<file path="src/hw/rtl/sge_pkg.sv">
// Shared types, constants, sine table and microcode for the stereo gain envelope.
`default_nettype none

package sge_pkg;

  // Sine table geometry
  localparam int unsigned SINE_ENTRIES = 256;
  localparam int unsigned SINE_AW      = $clog2(SINE_ENTRIES);

  // Register indexes of the configuration port
  localparam int unsigned CFG_IDX_W = 3;
  typedef enum logic [CFG_IDX_W-1:0] {
    REG_MODE       = 3'd0,
    REG_GAIN       = 3'd1,
    REG_FIN_FRAMES = 3'd2,
    REG_FIN_RECIP  = 3'd3,
    REG_FOUT_FRAMES = 3'd4,
    REG_FOUT_RECIP = 3'd5,
    REG_TOTAL      = 3'd6,
    REG_TREM_STEP  = 3'd7
  } cfg_reg_t;

  // Gain modes
  localparam logic [1:0] MODE_CONST = 2'd0;
  localparam logic [1:0] MODE_FIN   = 2'd1;
  localparam logic [1:0] MODE_FADE  = 2'd2;
  localparam logic [1:0] MODE_TREM  = 2'd3;

  // Reset values of the registers
  localparam logic [15:0] GAIN_RST       = 16'd4096;
  localparam logic [31:0] FIN_FRAMES_RST = 32'd22050;
  localparam logic [15:0] FIN_RECIP_RST  = 16'd2;
  localparam logic [31:0] FOUT_FRAMES_RST = 32'd176400;
  localparam logic [15:0] FOUT_RECIP_RST = 16'd0;
  localparam logic [31:0] TOTAL_RST      = 32'd0;
  localparam logic [31:0] TREM_STEP_RST  = 32'd389566;

  // Arithmetic constants
  localparam logic [16:0] RAMP_ONE   = 17'd65536;
  localparam logic [15:0] GAIN_UNITY = 16'd4096;
  localparam logic [31:0] TREM_DEPTH = 32'd819;

  // Payload types
  typedef struct packed {
    logic signed [15:0] left_in;
    logic signed [15:0] right_in;
    logic               restart;
  } in_item_t;

  typedef struct packed {
    logic signed [15:0] left_out;
    logic signed [15:0] right_out;
    logic               clipped;
  } out_item_t;

  // Sine ROM: bit 15 is the negative half, bits 14:0 the magnitude
  typedef logic [15:0] sine_rom_t [SINE_ENTRIES];

  function automatic sine_rom_t sine_rom_build();
    sine_rom_t   rom;
    logic [63:0] u;
    logic [63:0] h;
    logic [63:0] x;
    logic [63:0] x2;
    logic [63:0] y;
    logic        neg;
    for (int k = 0; k < SINE_ENTRIES; k++) begin
      u   = ((64'(k) * 64'd65536) / 64'(SINE_ENTRIES)) & 64'hFFFF;
      neg = (u >= 64'd32768);
      h   = neg ? u - 64'd32768 : u;
      if (h > 64'd16384) begin
        h = 64'd32768 - h;
      end
      x  = h * 64'd2;
      x2 = (x * x) >> 15;
      y  = (64'd2458 * x2) >> 15;
      y  = 64'd21162 - y;
      y  = (y * x2) >> 15;
      y  = 64'd51472 - y;
      y  = (y * x) >> 15;
      if (y > 64'd32767) begin
        y = 64'd32767;
      end
      rom[k] = {neg, y[14:0]};
    end
    return rom;
  endfunction

  localparam sine_rom_t SINE_ROM = sine_rom_build();

  // Microcode fields
  localparam int unsigned PC_W = 5;

  typedef enum logic [3:0] {
    COND_NEXT       = 4'd0,
    COND_ALWAYS     = 4'd1,
    COND_NOT_BUSY   = 4'd2,
    COND_MODE_TREM  = 4'd3,
    COND_MODE_CONST = 4'd4,
    COND_FIN_ACTIVE = 4'd5,
    COND_MODE_NOT2  = 4'd6,
    COND_PAST_END   = 4'd7,
    COND_FOUT_IDLE  = 4'd8,
    COND_OUT_FULL   = 4'd9
  } cond_t;

  typedef enum logic [2:0] {
    ASEL_COUNT = 3'd0,
    ASEL_REM   = 3'd1,
    ASEL_GAIN  = 3'd2,
    ASEL_DEPTH = 3'd3,
    ASEL_LMAG  = 3'd4,
    ASEL_RMAG  = 3'd5
  } a_sel_t;

  typedef enum logic [2:0] {
    BSEL_FIN_RECIP  = 3'd0,
    BSEL_FOUT_RECIP = 3'd1,
    BSEL_RAMP       = 3'd2,
    BSEL_SINE       = 3'd3,
    BSEL_GAIN       = 3'd4
  } b_sel_t;

  typedef enum logic [3:0] {
    DST_NONE   = 4'd0,
    DST_RCLAMP = 4'd1,
    DST_RUNITY = 4'd2,
    DST_RZERO  = 4'd3,
    DST_GAIN   = 4'd4,
    DST_TGAIN  = 4'd5,
    DST_RES_L  = 4'd6,
    DST_RES_R  = 4'd7,
    DST_EMIT   = 4'd8
  } dest_t;

  typedef struct packed {
    cond_t           cond;
    logic [PC_W-1:0] target;
    logic            mul_en;
    a_sel_t          asel;
    b_sel_t          bsel;
    dest_t           dest;
  } ctrl_word_t;

  typedef struct packed {
    logic busy;
    logic mode_trem;
    logic mode_const;
    logic fin_active;
    logic mode_not2;
    logic past_end;
    logic fout_idle;
    logic out_full;
  } seq_flags_t;

  // Program addresses
  localparam logic [PC_W-1:0] STEP_WAIT   = 5'd0;
  localparam logic [PC_W-1:0] STEP_FOUT   = 5'd7;
  localparam logic [PC_W-1:0] STEP_FIN    = 5'd8;
  localparam logic [PC_W-1:0] STEP_RCLAMP = 5'd9;
  localparam logic [PC_W-1:0] STEP_UNITY  = 5'd10;
  localparam logic [PC_W-1:0] STEP_ZERO   = 5'd11;
  localparam logic [PC_W-1:0] STEP_GAIN   = 5'd12;
  localparam logic [PC_W-1:0] STEP_TREM   = 5'd14;
  localparam logic [PC_W-1:0] STEP_SCALE  = 5'd16;
  localparam logic [PC_W-1:0] STEP_EMIT   = 5'd20;

  function automatic ctrl_word_t ucode(logic [PC_W-1:0] pc);
    ctrl_word_t w;
    w = '{cond: COND_NEXT, target: STEP_WAIT, mul_en: 1'b0,
          asel: ASEL_COUNT, bsel: BSEL_FIN_RECIP, dest: DST_NONE};
    case (pc)
      5'd0:  begin w.cond = COND_NOT_BUSY;   w.target = STEP_WAIT;  end
      5'd1:  begin w.cond = COND_MODE_TREM;  w.target = STEP_TREM;  end
      5'd2:  begin w.cond = COND_MODE_CONST; w.target = STEP_UNITY; end
      5'd3:  begin w.cond = COND_FIN_ACTIVE; w.target = STEP_FIN;   end
      5'd4:  begin w.cond = COND_MODE_NOT2;  w.target = STEP_UNITY; end
      5'd5:  begin w.cond = COND_PAST_END;   w.target = STEP_ZERO;  end
      5'd6:  begin w.cond = COND_FOUT_IDLE;  w.target = STEP_UNITY; end
      5'd7:  begin
        w.cond = COND_ALWAYS; w.target = STEP_RCLAMP;
        w.mul_en = 1'b1; w.asel = ASEL_REM; w.bsel = BSEL_FOUT_RECIP;
      end
      5'd8:  begin
        w.mul_en = 1'b1; w.asel = ASEL_COUNT; w.bsel = BSEL_FIN_RECIP;
      end
      5'd9:  begin w.cond = COND_ALWAYS; w.target = STEP_GAIN; w.dest = DST_RCLAMP; end
      5'd10: begin w.cond = COND_ALWAYS; w.target = STEP_GAIN; w.dest = DST_RUNITY; end
      5'd11: begin w.dest = DST_RZERO; end
      5'd12: begin w.mul_en = 1'b1; w.asel = ASEL_GAIN; w.bsel = BSEL_RAMP; end
      5'd13: begin w.cond = COND_ALWAYS; w.target = STEP_SCALE; w.dest = DST_GAIN; end
      5'd14: begin w.mul_en = 1'b1; w.asel = ASEL_DEPTH; w.bsel = BSEL_SINE; end
      5'd15: begin w.dest = DST_TGAIN; end
      5'd16: begin w.mul_en = 1'b1; w.asel = ASEL_LMAG; w.bsel = BSEL_GAIN; end
      5'd17: begin w.dest = DST_RES_L; end
      5'd18: begin w.mul_en = 1'b1; w.asel = ASEL_RMAG; w.bsel = BSEL_GAIN; end
      5'd19: begin w.dest = DST_RES_R; end
      5'd20: begin w.cond = COND_OUT_FULL; w.target = STEP_EMIT; w.dest = DST_EMIT; end
      5'd21: begin w.cond = COND_ALWAYS; w.target = STEP_WAIT; end
      default: begin w.cond = COND_ALWAYS; w.target = STEP_WAIT; end
    endcase
    return w;
  endfunction

endpackage

`default_nettype wire

</file>
<file path="src/hw/rtl/sge_seq.sv">
// Microcode sequencer: step counter, control store and conditional jumps.
`default_nettype none

module sge_seq (
  input  wire logic                clk,
  input  wire logic                rst_n,
  input  wire sge_pkg::seq_flags_t flags,
  output sge_pkg::ctrl_word_t      ctrl
);

  logic [sge_pkg::PC_W-1:0] pc_r;
  logic [sge_pkg::PC_W-1:0] pc_nxt;
  logic                     take;

  assign ctrl = sge_pkg::ucode(pc_r);

  always_comb begin
    case (ctrl.cond)
      sge_pkg::COND_NEXT:       take = 1'b0;
      sge_pkg::COND_ALWAYS:     take = 1'b1;
      sge_pkg::COND_NOT_BUSY:   take = !flags.busy;
      sge_pkg::COND_MODE_TREM:  take = flags.mode_trem;
      sge_pkg::COND_MODE_CONST: take = flags.mode_const;
      sge_pkg::COND_FIN_ACTIVE: take = flags.fin_active;
      sge_pkg::COND_MODE_NOT2:  take = flags.mode_not2;
      sge_pkg::COND_PAST_END:   take = flags.past_end;
      sge_pkg::COND_FOUT_IDLE:  take = flags.fout_idle;
      sge_pkg::COND_OUT_FULL:   take = flags.out_full;
      default:                  take = 1'b1;
    endcase
    pc_nxt = take ? ctrl.target : pc_r + 1'b1;
  end

  always_ff @(posedge clk) begin
    if (!rst_n) begin
      pc_r <= sge_pkg::STEP_WAIT;
    end else begin
      pc_r <= pc_nxt;
    end
  end

endmodule

`default_nettype wire

</file>
<file path="src/hw/rtl/stereo_gain_envelope.sv">
// Top level of the stereo gain envelope: registers, shared-multiplier datapath, handshakes.
`default_nettype none

// Channel   Handshake                 Payload                       Direction
// in_       in_valid / in_ready       in_data  (left, right, restart)   into block
// out_      out_valid / out_ready     out_data (left, right, clipped)   out of block
// cfg_      cfg_we                    cfg_index, cfg_data              into block
//
// One frame at a time: each frame goes from its transfer to its result along the
// microcode path through the one shared 32x17 multiplier.
// A new frame is taken as soon as the previous result has been placed in the
// output register, so a waiting result does not hold back the next transfer.
// Synchronous active-low reset restores the register defaults and clears the
// frame counter and tremolo phase; a stalled output holds the program at its
// emit step until the result register is free.

module stereo_gain_envelope (
  input  wire logic                                 clk,
  input  wire logic                                 rst_n,
  input  wire logic                                 in_valid,
  output logic                                      in_ready,
  input  wire sge_pkg::in_item_t                    in_data,
  output logic                                      out_valid,
  input  wire logic                                 out_ready,
  output sge_pkg::out_item_t                        out_data,
  input  wire logic                                 cfg_we,
  input  wire logic [sge_pkg::CFG_IDX_W-1:0]        cfg_index,
  input  wire logic [31:0]                          cfg_data
);

  // Configuration registers
  logic [1:0]  mode_r;
  logic [15:0] gain_r;
  logic [31:0] fin_frames_r;
  logic [15:0] fin_recip_r;
  logic [31:0] fout_frames_r;
  logic [15:0] fout_recip_r;
  logic [31:0] total_r;
  logic [31:0] trem_step_r;

  // Running state
  logic [31:0] count_r, count_nxt;
  logic [31:0] phase_r, phase_nxt;
  logic        busy_r, busy_nxt;

  // Datapath registers
  logic [15:0] lmag_r, rmag_r;
  logic        lneg_r, rneg_r;
  logic [48:0] prod_r;
  logic [16:0] ramp_r;
  logic [15:0] g_r;
  logic [15:0] res_l_r, res_r_r;
  logic        clip_r;
  logic        out_valid_r;
  sge_pkg::out_item_t out_data_r;

  sge_pkg::ctrl_word_t ctrl;
  sge_pkg::seq_flags_t flags;

  logic        in_xfer;
  logic        emit;
  logic [31:0] rem;
  logic [31:0] mul_a;
  logic [16:0] mul_b;
  logic [15:0] sine_word;
  logic [9:0]  trem_d;
  logic [18:0] q_now;
  logic [15:0] sat_val;
  logic        sat_clip;
  logic        cur_neg;

  assign in_ready  = !busy_r;
  assign in_xfer   = in_valid && in_ready;
  assign out_valid = out_valid_r;
  assign out_data  = out_data_r;

  // Sequencer
  assign rem = total_r - count_r;

  always_comb begin
    flags.busy       = busy_r;
    flags.mode_trem  = (mode_r == sge_pkg::MODE_TREM);
    flags.mode_const = (mode_r == sge_pkg::MODE_CONST);
    flags.fin_active = (count_r < fin_frames_r);
    flags.mode_not2  = (mode_r != sge_pkg::MODE_FADE);
    flags.past_end   = (count_r >= total_r);
    flags.fout_idle  = !(rem < fout_frames_r);
    flags.out_full   = out_valid_r && !out_ready;
  end

  sge_seq u_seq (
    .clk   (clk),
    .rst_n (rst_n),
    .flags (flags),
    .ctrl  (ctrl)
  );

  // Tremolo table lookup from the top bits of the phase
  assign sine_word = sge_pkg::SINE_ROM[phase_r[31 -: sge_pkg::SINE_AW]];
  assign trem_d    = prod_r[24:15];

  // Multiplier operand selection
  always_comb begin
    case (ctrl.asel)
      sge_pkg::ASEL_COUNT: mul_a = count_r;
      sge_pkg::ASEL_REM:   mul_a = rem;
      sge_pkg::ASEL_GAIN:  mul_a = {16'd0, gain_r};
      sge_pkg::ASEL_DEPTH: mul_a = sge_pkg::TREM_DEPTH;
      sge_pkg::ASEL_LMAG:  mul_a = {16'd0, lmag_r};
      sge_pkg::ASEL_RMAG:  mul_a = {16'd0, rmag_r};
      default:             mul_a = '0;
    endcase
    case (ctrl.bsel)
      sge_pkg::BSEL_FIN_RECIP:  mul_b = {1'b0, fin_recip_r};
      sge_pkg::BSEL_FOUT_RECIP: mul_b = {1'b0, fout_recip_r};
      sge_pkg::BSEL_RAMP:       mul_b = ramp_r;
      sge_pkg::BSEL_SINE:       mul_b = {2'd0, sine_word[14:0]};
      sge_pkg::BSEL_GAIN:       mul_b = {1'b0, g_r};
      default:                  mul_b = '0;
    endcase
  end

  // Saturate the scaled magnitude of whichever channel this step writes
  assign cur_neg = (ctrl.dest == sge_pkg::DST_RES_R) ? rneg_r : lneg_r;
  assign q_now   = prod_r[30:12];

  always_comb begin
    if (cur_neg) begin
      sat_clip = (q_now > 19'd32768);
      sat_val  = sat_clip ? 16'h8000 : 16'(-q_now[15:0]);
    end else begin
      sat_clip = (q_now > 19'd32767);
      sat_val  = sat_clip ? 16'h7FFF : q_now[15:0];
    end
  end

  assign emit = (ctrl.dest == sge_pkg::DST_EMIT) && !flags.out_full;

  // Frame counter and phase: clear on a restart transfer, advance on emit; busy flag: set on a transfer, clear on emit
  always_comb begin
    count_nxt = count_r;
    phase_nxt = phase_r;
    busy_nxt  = busy_r;
    if (in_xfer) begin
      busy_nxt = 1'b1;
      if (in_data.restart) begin
        count_nxt = '0;
        phase_nxt = '0;
      end
    end else if (emit) begin
      busy_nxt  = 1'b0;
      count_nxt = (count_r == 32'hFFFF_FFFF) ? count_r : count_r + 32'd1;
      phase_nxt = phase_r + trem_step_r;
    end
  end

  // Control state and configuration
  always_ff @(posedge clk) begin
    if (!rst_n) begin
      mode_r        <= sge_pkg::MODE_CONST;
      gain_r        <= sge_pkg::GAIN_RST;
      fin_frames_r  <= sge_pkg::FIN_FRAMES_RST;
      fin_recip_r   <= sge_pkg::FIN_RECIP_RST;
      fout_frames_r <= sge_pkg::FOUT_FRAMES_RST;
      fout_recip_r  <= sge_pkg::FOUT_RECIP_RST;
      total_r       <= sge_pkg::TOTAL_RST;
      trem_step_r   <= sge_pkg::TREM_STEP_RST;
      count_r       <= '0;
      phase_r       <= '0;
      busy_r        <= 1'b0;
      out_valid_r   <= 1'b0;
    end else begin
      count_r <= count_nxt;
      phase_r <= phase_nxt;
      busy_r  <= busy_nxt;
      if (emit) begin
        out_valid_r <= 1'b1;
      end else if (out_ready) begin
        out_valid_r <= 1'b0;
      end
      if (cfg_we) begin
        case (sge_pkg::cfg_reg_t'(cfg_index))
          sge_pkg::REG_MODE:        mode_r        <= cfg_data[1:0];
          sge_pkg::REG_GAIN:        gain_r        <= cfg_data[15:0];
          sge_pkg::REG_FIN_FRAMES:  fin_frames_r  <= cfg_data;
          sge_pkg::REG_FIN_RECIP:   fin_recip_r   <= cfg_data[15:0];
          sge_pkg::REG_FOUT_FRAMES: fout_frames_r <= cfg_data;
          sge_pkg::REG_FOUT_RECIP:  fout_recip_r  <= cfg_data[15:0];
          sge_pkg::REG_TOTAL:       total_r       <= cfg_data;
          sge_pkg::REG_TREM_STEP:   trem_step_r   <= cfg_data;
          default: ;
        endcase
      end
    end
  end

  // Datapath: sample capture, product register and step results
  always_ff @(posedge clk) begin
    if (in_xfer) begin
      lneg_r <= in_data.left_in[15];
      rneg_r <= in_data.right_in[15];
      lmag_r <= in_data.left_in[15] ? 16'(-in_data.left_in) : in_data.left_in;
      rmag_r <= in_data.right_in[15] ? 16'(-in_data.right_in) : in_data.right_in;
    end
    if (ctrl.mul_en) begin
      prod_r <= {17'd0, mul_a} * {32'd0, mul_b};
    end
    case (ctrl.dest)
      sge_pkg::DST_RCLAMP: ramp_r <= (prod_r > 49'(sge_pkg::RAMP_ONE)) ?
                                     sge_pkg::RAMP_ONE : prod_r[16:0];
      sge_pkg::DST_RUNITY: ramp_r <= sge_pkg::RAMP_ONE;
      sge_pkg::DST_RZERO:  ramp_r <= '0;
      sge_pkg::DST_GAIN:   g_r    <= prod_r[31:16];
      sge_pkg::DST_TGAIN:  g_r    <= sine_word[15] ?
                                     sge_pkg::GAIN_UNITY - 16'(trem_d) :
                                     sge_pkg::GAIN_UNITY + 16'(trem_d);
      sge_pkg::DST_RES_L: begin
        res_l_r <= sat_val;
        clip_r  <= sat_clip;
      end
      sge_pkg::DST_RES_R: begin
        res_r_r <= sat_val;
        clip_r  <= clip_r | sat_clip;
      end
      sge_pkg::DST_EMIT: begin
        if (emit) begin
          out_data_r.left_out  <= res_l_r;
          out_data_r.right_out <= res_r_r;
          out_data_r.clipped   <= clip_r;
        end
      end
      default: ;
    endcase
  end

endmodule

`default_nettype wire

</file>
<file path="config.mk">
export PLATFORM = sky130hd
export DESIGN_NAME = stereo_gain_envelope
export DESIGN_NICKNAME = d
export VERILOG_FILES = /design/src/hw/rtl/sge_pkg.sv /design/src/hw/rtl/sge_seq.sv /design/src/hw/rtl/stereo_gain_envelope.sv
export SDC_FILE = /design/constraint.sdc
export NUM_CORES = 2
export LEC_CHECK = 0
export BUFFER_PORTS_ARGS = -buffer_cell sky130_fd_sc_hd__clkbuf_2
export CORE_UTILIZATION = 60
export CTS_CLUSTER_DIAMETER = 60
export DETAILED_ROUTE_END_ITERATION = 8
export PLACE_DENSITY = 0.77
export SLEW_MARGIN = 10
export SYNTH_ARGS = -nofsm -noshare
export SYNTH_HDL_FRONTEND = slang
export SYNTH_SLANG_ARGS = --single-unit
export TNS_END_PERCENT = 10
</file>
<file path="constraint.sdc">
create_clock -name clk -period 9.7 [get_ports clk]
set_input_delay 0.97 -clock clk [delete_from_list [all_inputs] [get_ports clk]]
set_output_delay 0.97 -clock clk [all_outputs]
set_load 0.05 [all_outputs]
</file>
Yosys cells after proc, flatten, opt, wreduce, memory -nomap -nowiden
Memory sizes are Yosys's and may differ from the RTL's.
Index checks and enable logic that the tools add are counted.
W data, S select, Z words.
{"block": "totals", "regBits": 431, "rom_bits": 4096, "input_bits": 73, "output_inout_bits": 35, "elab_cells": 167, "memories": 1}
{"block": "op_classes", "add_sub_neg": 9, "mul": 1, "order_cmp": 7, "eq_ne": 57, "mux": 31, "bitwise": 2, "n_reduce_logical": 31}
{"name": "(no name shown)", "depth": 256, "word_bits": 16, "rd": 1, "rd_ports_with_merged_regs": 0, "wr": 0, "line_no": "stereo_gain_envelope.sv:99", "rtl": "assign sine_word = sge_pkg::SINE_ROM[phase_r[31 -: sge_pkg::SINE_AW]];"}
{"op": "$mux W32", "n": 6}
{"op": "$pmux W32 S6", "n": 1}
{"op": "$pmux W9 S12", "n": 1}
{"op": "$mux W16", "n": 6}
{"op": "$pmux W17 S5", "n": 1}
{"op": "$lt A32 B32 Y1", "n": 2}
{"op": "$pmux W17 S3", "n": 1}
{"op": "$gt A49 B17 Y1 const B", "n": 1}
{"op": "$mul A32 B17 Y49", "n": 1}
{"op": "$neg A16 Y16", "n": 3}
{"op": "$pmux W7 S6", "n": 1}
{"op": "$eq A5 B4 Y1 const B", "n": 8}
{"op": "$add A32 B1 Y32 const B", "n": 1}
{"op": "$add A32 B32 Y32", "n": 1}
{"op": "$eq A32 B32 Y1 const B", "n": 1}
{"op": "$eq A4 B3 Y1 const B", "n": 8}
{"op": "$ge A32 B32 Y1", "n": 1}
{"op": "$pmux W16 S2", "n": 1}
{"op": "$pmux W4 S8", "n": 1}
{"op": "$sub A32 B32 Y32", "n": 1}
{"op": "$mux W15", "n": 2}
{"op": "$eq A5 B5 Y1 const B", "n": 5}
{"op": "$eq A3 B3 Y1 const B", "n": 7}
{"op": "$eq A5 B3 Y1 const B", "n": 4}
{"op": "34 further kinds", "n": 73}

Logic depth before layout (Yosys ltp)
{"block": "depth", "ltp_word": 7, "ltp_mapped": 38, "ltp_nobuf": 33}

Hierarchy
A second synthesis with hierarchy kept.
{"block": "unflattened", "cells_unflattened": 5126, "area_unflattened_um2": 43339.1}
{"mod": "stereo_gain_envelope", "instances": 1, "cells_each": 5012, "area_each_um2": 42487.0, "seq_area_each_um2": 10349.9}
{"mod": "sge_seq", "instances": 1, "cells_each": 114, "area_each_um2": 852.1, "seq_area_each_um2": 100.1}

Least setup slack after synthesis
OpenSTA, ideal clock, no wires.
{"block": "synth_timing", "path_type": "reg-to-reg", "startpoint": "register phase_r[25]", "endpoint": "register prod_r[46] (data pin)", "setup_ns": 0.258, "arrival_time_ns": 8.653, "required_time_ns": 9.442, "path_slack_ns": 0.789, "stages_incl_launch_ff": 36, "n_path_buf": 5, "synth_period_minus_slack_ns": 8.911, "cell_sequence": "dfxtp_1 -> clkbuf_1 -> inv_1 -> ha_1 -> clkbuf_1 -> clkbuf_1 -> inv_1 -> a22o_1 -> a2111oi_0 -> a21o_1 -> nand3_1 -> nand4_1 -> clkbuf_1 -> nand2_1 -> fa_1 -> inv_1 -> fa_1 -> inv_1 -> fa_1 -> inv_1 -> fa_1 -> fa_1 -> inv_1 -> fa_1 -> inv_1 -> ha_1 -> clkbuf_1 -> nand4_1 -> a2111oi_0 -> o21ai_0 -> a31o_2 -> a2111oi_0 -> o21ai_1 -> a21oi_1 -> a31oi_1 -> xnor2_1"}
{"block": "synth_via", "elab_chain_len": 6}
{"element": "start, declared", "line_no": "stereo_gain_envelope.sv:43", "rtl": "logic [31:0] phase_r, phase_nxt;"}
{"element": "start signal, assigned", "line_no": "stereo_gain_envelope.sv:174", "rtl": "phase_r <= phase_nxt;"}
{"element": "$not A8 Y9 (not written as such)", "line_no": "stereo_gain_envelope.sv:99"}
{"element": "$mem_v2 Z256 W16"}
{"element": "$mux W16 (not written as such) (2 in series)", "line_no": "stereo_gain_envelope.sv:99"}
{"element": "$pmux W17 S5", "line_no": "stereo_gain_envelope.sv:113", "rtl": "case (ctrl.bsel)"}
{"element": "$mul A32 B17 Y49", "line_no": "stereo_gain_envelope.sv:206", "rtl": "prod_r <= {17'd0, mul_a} * {32'd0, mul_b};"}
{"element": "end signal, assigned", "line_no": "stereo_gain_envelope.sv:206"}
{"element": "end, declared", "line_no": "stereo_gain_envelope.sv:49", "rtl": "logic [48:0] prod_r;"}
Every way passes these cells. The select of a mux whose other input is x is not followed.
A chain may end at the register's enable or synchronous reset.

Worst setup path in the final report
{"block": "layout_timing", "startpoint": "register count_r[0]", "endpoint": "register prod_r[44] (data pin)"}
{"block": "layout_via", "elab_chain_len": 3}
{"element": "start, declared", "line_no": "stereo_gain_envelope.sv:42", "rtl": "logic [31:0] count_r, count_nxt;"}
{"element": "start signal, assigned", "line_no": "stereo_gain_envelope.sv:173", "rtl": "count_r <= count_nxt;"}
{"element": "$sub A32 B32 Y32", "line_no": "stereo_gain_envelope.sv:78", "rtl": "assign rem = total_r - count_r;"}
{"element": "$pmux W32 S6 *", "line_no": "stereo_gain_envelope.sv:104", "rtl": "case (ctrl.asel)"}
{"element": "$mul A32 B17 Y49 *", "line_no": "stereo_gain_envelope.sv:206"}
Mark *: on every way between the ends. The rest lies on a longest branch, timed or not.

==> results.sh <==
export IMPL_outcome="finished clean"
export IMPL_vias=37700
export IMPL_fill_cells=6003
export IMPL_synth_ff_type="dfxtp_1"
export IMPL_max_freq_ghz=0.107
export IMPL_synth_area_leaders="fa_1, edfxtp_1, dfxtp_1"
export IMPL_grt_max_degree=89
export IMPL_relSlewSlack_pct=17.8
export IMPL_p_clk_share_pct=41.7
export IMPL_synth_cell_type_count=98
export IMPL_rsz0062_at_grt="false"
export IMPL_syn_area_mm2=0.0433
export IMPL_pwr_share_seq_pct=40.6
export IMPL_setup_tns_ns=0
export IMPL_io_pins=108
export IMPL_postCtsHoldBufs=0
export IMPL_drv_slew=0
export IMPL_wl_per_cell_um=22.3
export IMPL_root_buffer="clkbuf_16"
export IMPL_ant_nets=0
export IMPL_ys_seq_elements=431
export IMPL_drc_errors=0
export IMPL_final_common_cell="nand2_1"
export IMPL_worst_hold_path_num_cells=0
export IMPL_async_flop_share_pct=0
export IMPL_fin_area_mm2=0.0473
export IMPL_place_inst=6050
export IMPL_p_per_area_mw_per_mm2=107
export IMPL_area_growth_pct=9.13
export IMPL_cp_required_ns=10.05
export IMPL_placed_area_mm2=0.0454
export IMPL_syn_instance_count=5099
export IMPL_yosys_warnings=0
export IMPL_grt_overflow=0
export IMPL_drtIter0Drc=3711
export IMPL_postCtsResizedCells=0
export IMPL_period_share_pct=96.7
export IMPL_hold_violations=0
export IMPL_critPathTopFamily="adder cells"
export IMPL_drt_wl_total_um=137000
export IMPL_core_mm2=0.0715
export IMPL_cp_start_kind="flop"
export IMPL_die_h_um=271
export IMPL_drive_gt1_share_pct=8.16
export IMPL_path_buf_inv=3
export IMPL_intPower_mw=3.56
export IMPL_pwr_share_comb_pct=17.7
export IMPL_cts_sinks=431
export IMPL_die_w_um=271
export IMPL_holdWs_ns=0.414
export IMPL_cts_max_path_buffers=3
export IMPL_instances_no_fill=6146
export IMPL_r2r_slack_ns=0.32
export IMPL_grt_pass1_wl_um=214000
export IMPL_drt_vias_per_instance=6.14
export IMPL_tightest_slew_ns=1.23
export IMPL_tritoncts="yes"
export IMPL_final_cell_mix="nand2_1, inv_1, fa_1"
export IMPL_hpwl_um=106000
export IMPL_hold_path_class="flop to flop"
export IMPL_skew_ns=0.0383
export IMPL_grt_pass1_vias=37600
export IMPL_worstPathMaxFanout=16
export IMPL_setup_viol=0
export IMPL_gp_congestion=1.01
export IMPL_crit_top_cell="fa_1"
export IMPL_place_port_buffers=107
export IMPL_regArea_mm2=0.0105
export IMPL_place_ws_ns=0.191
export IMPL_leakage_nw=20.4
export IMPL_first_pass_iters=6
export IMPL_cpMaxStageDelayCell="a32o_1"
export IMPL_synth_top_cell_by_area="fa_1"
export IMPL_clkSlewWorstSetupHoldPaths_ns=0.06
export IMPL_sw_frac_of_total_pct=29.8
export IMPL_syn_area_per_cell_um2=8.50
export IMPL_worstSetupPathType="flop to flop"
export IMPL_r2r_cells=27
export IMPL_crit_path_end_kind="flop"
export IMPL_ys_seq_area_share_pct=24.1
export IMPL_fp_row_count=98
export IMPL_p_switching_mw=1.51
export IMPL_cts_buffers=50
export IMPL_die_area_mm2=0.0733
export IMPL_cp_depth=27
export IMPL_cap_viol_max_count=0
export IMPL_ir_worst_vdd_mv=0.139
export IMPL_grt_total_usage_pct=37.9
export IMPL_initial_core_util_pct=60.6
export IMPL_multi_input_area_mm2=0.0294
export IMPL_synth_edf_count=182
export IMPL_htreeDepth=2
export IMPL_synth_top_area_share_pct=20.8
export IMPL_critPathMaxStageDelay_ns=0.77
export IMPL_insertion_delay_ns=0.63
export IMPL_setup_ws_ns=0.316
export IMPL_fin_crit_ns=9.38
export IMPL_fin_nets=5950
export IMPL_cts_setup_buffers=0
export IMPL_worstPathArrival_ns=9.73
export IMPL_antenna_found_initial=8
synth_stat cells, types with 12 or more instances:
master / count
nand2_1: 889
inv_1: 679
fa_1: 451
nor2_1: 337
ha_1: 274
dfxtp_1: 249
a21oi_1: 220
clkbuf_1: 211
o21ai_0: 200
edfxtp_1: 182
a21boi_0: 164
xnor2_1: 111
nand3_1: 104
and2_1: 85
a21o_1: 73
nor3_1: 55
nor2b_1: 49
nand2b_1: 46
xor2_1: 45
buf_2: 42
nand4_1: 42
o211ai_1: 41
and3_1: 36
a221o_1: 32
a31oi_1: 32
a211oi_1: 29
a221oi_1: 28
o31ai_1: 26
or3_1: 24
mux2i_1: 23
a22oi_1: 22
buf_1: 19
o21a_1: 19
nor4_1: 18
a22o_1: 13
o21bai_1: 13
nand3b_1: 12
stage by stage:
stage,util [%],total power [mW]
floorplan,-,2.64
global placement,63.5,2.95
detailed placement,63.5,2.96
CTS,66.1,5.06
global route,66.2,5.24
finish,66.2,5.07
flip-flops by register name (all words and copies together), names as in the netlist, 17 cells and up:
register       flops
count_r           32
fout_frames_r     32
ramp_r            17
out_data          33
phase_r           32
prod_r            49
fin_frames_r      32
trem_step_r       32
total_r           32
power groups by stage:
stage / logic (mW) / clock network, mW / registers [mW]
after floorplan: 0.585 / 0 / 2.05
after global placement: 0.857 / 0 / 2.09
after detailed placement: 0.872 / 0 / 2.09
after CTS: 0.877 / 2.13 / 2.05
after global routing: 0.970 / 2.20 / 2.06
final: 0.898 / 2.11 / 2.06
routing by layer:
| layer | GRT usage (%) | wire length (um) |
|---|---|---|
| met1 | 48.3 | 52600 |
| met2 | 60.2 | 62300 |
| met3 | 7.79 | 12800 |
| met4 | 21.5 | 8920 |
| met5 | 0 | 59 |
cells by family after synthesis:
group / Yosys count / share of synthesized area, %
AOI/OAI and AO/OA: 1047 / 16.6
xor gates and xnor gates: 156 / 3.15
adders and majority gates: 725 / 28.7
buffers and inverters: 962 / 8.53
DFF: 431 / 24.1
muxes: 31 / 0.921
other: 2 / 0.0173
and+or+nand+nor: 1745 / 18.0
layout make-up:
| class | instances | area share (%) |
|---|---|---|
| antenna | 3 | 0.0159 |
| clock buffer | 65 | 2.98 |
| clock inverter | 28 | 0.936 |
| inverter | 682 | 5.41 |
| multi-input combinational | 3720 | 62.2 |
| sequential | 431 | 22.1 |
| tap | 950 | 2.51 |
| timing repair buffer | 267 | 3.89 |
path summary, 6_finish.rpt:
path,startpoint,endpoint
setup reg to reg,count_r[0],prod_r[44]
hold / removal,res_r_r[9],out_data[10]
setup / recovery,count_r[0],prod_r[44]
hold reg to reg,res_r_r[9],out_data[10]
No activity file was read; power rests on OpenSTA's default activity.
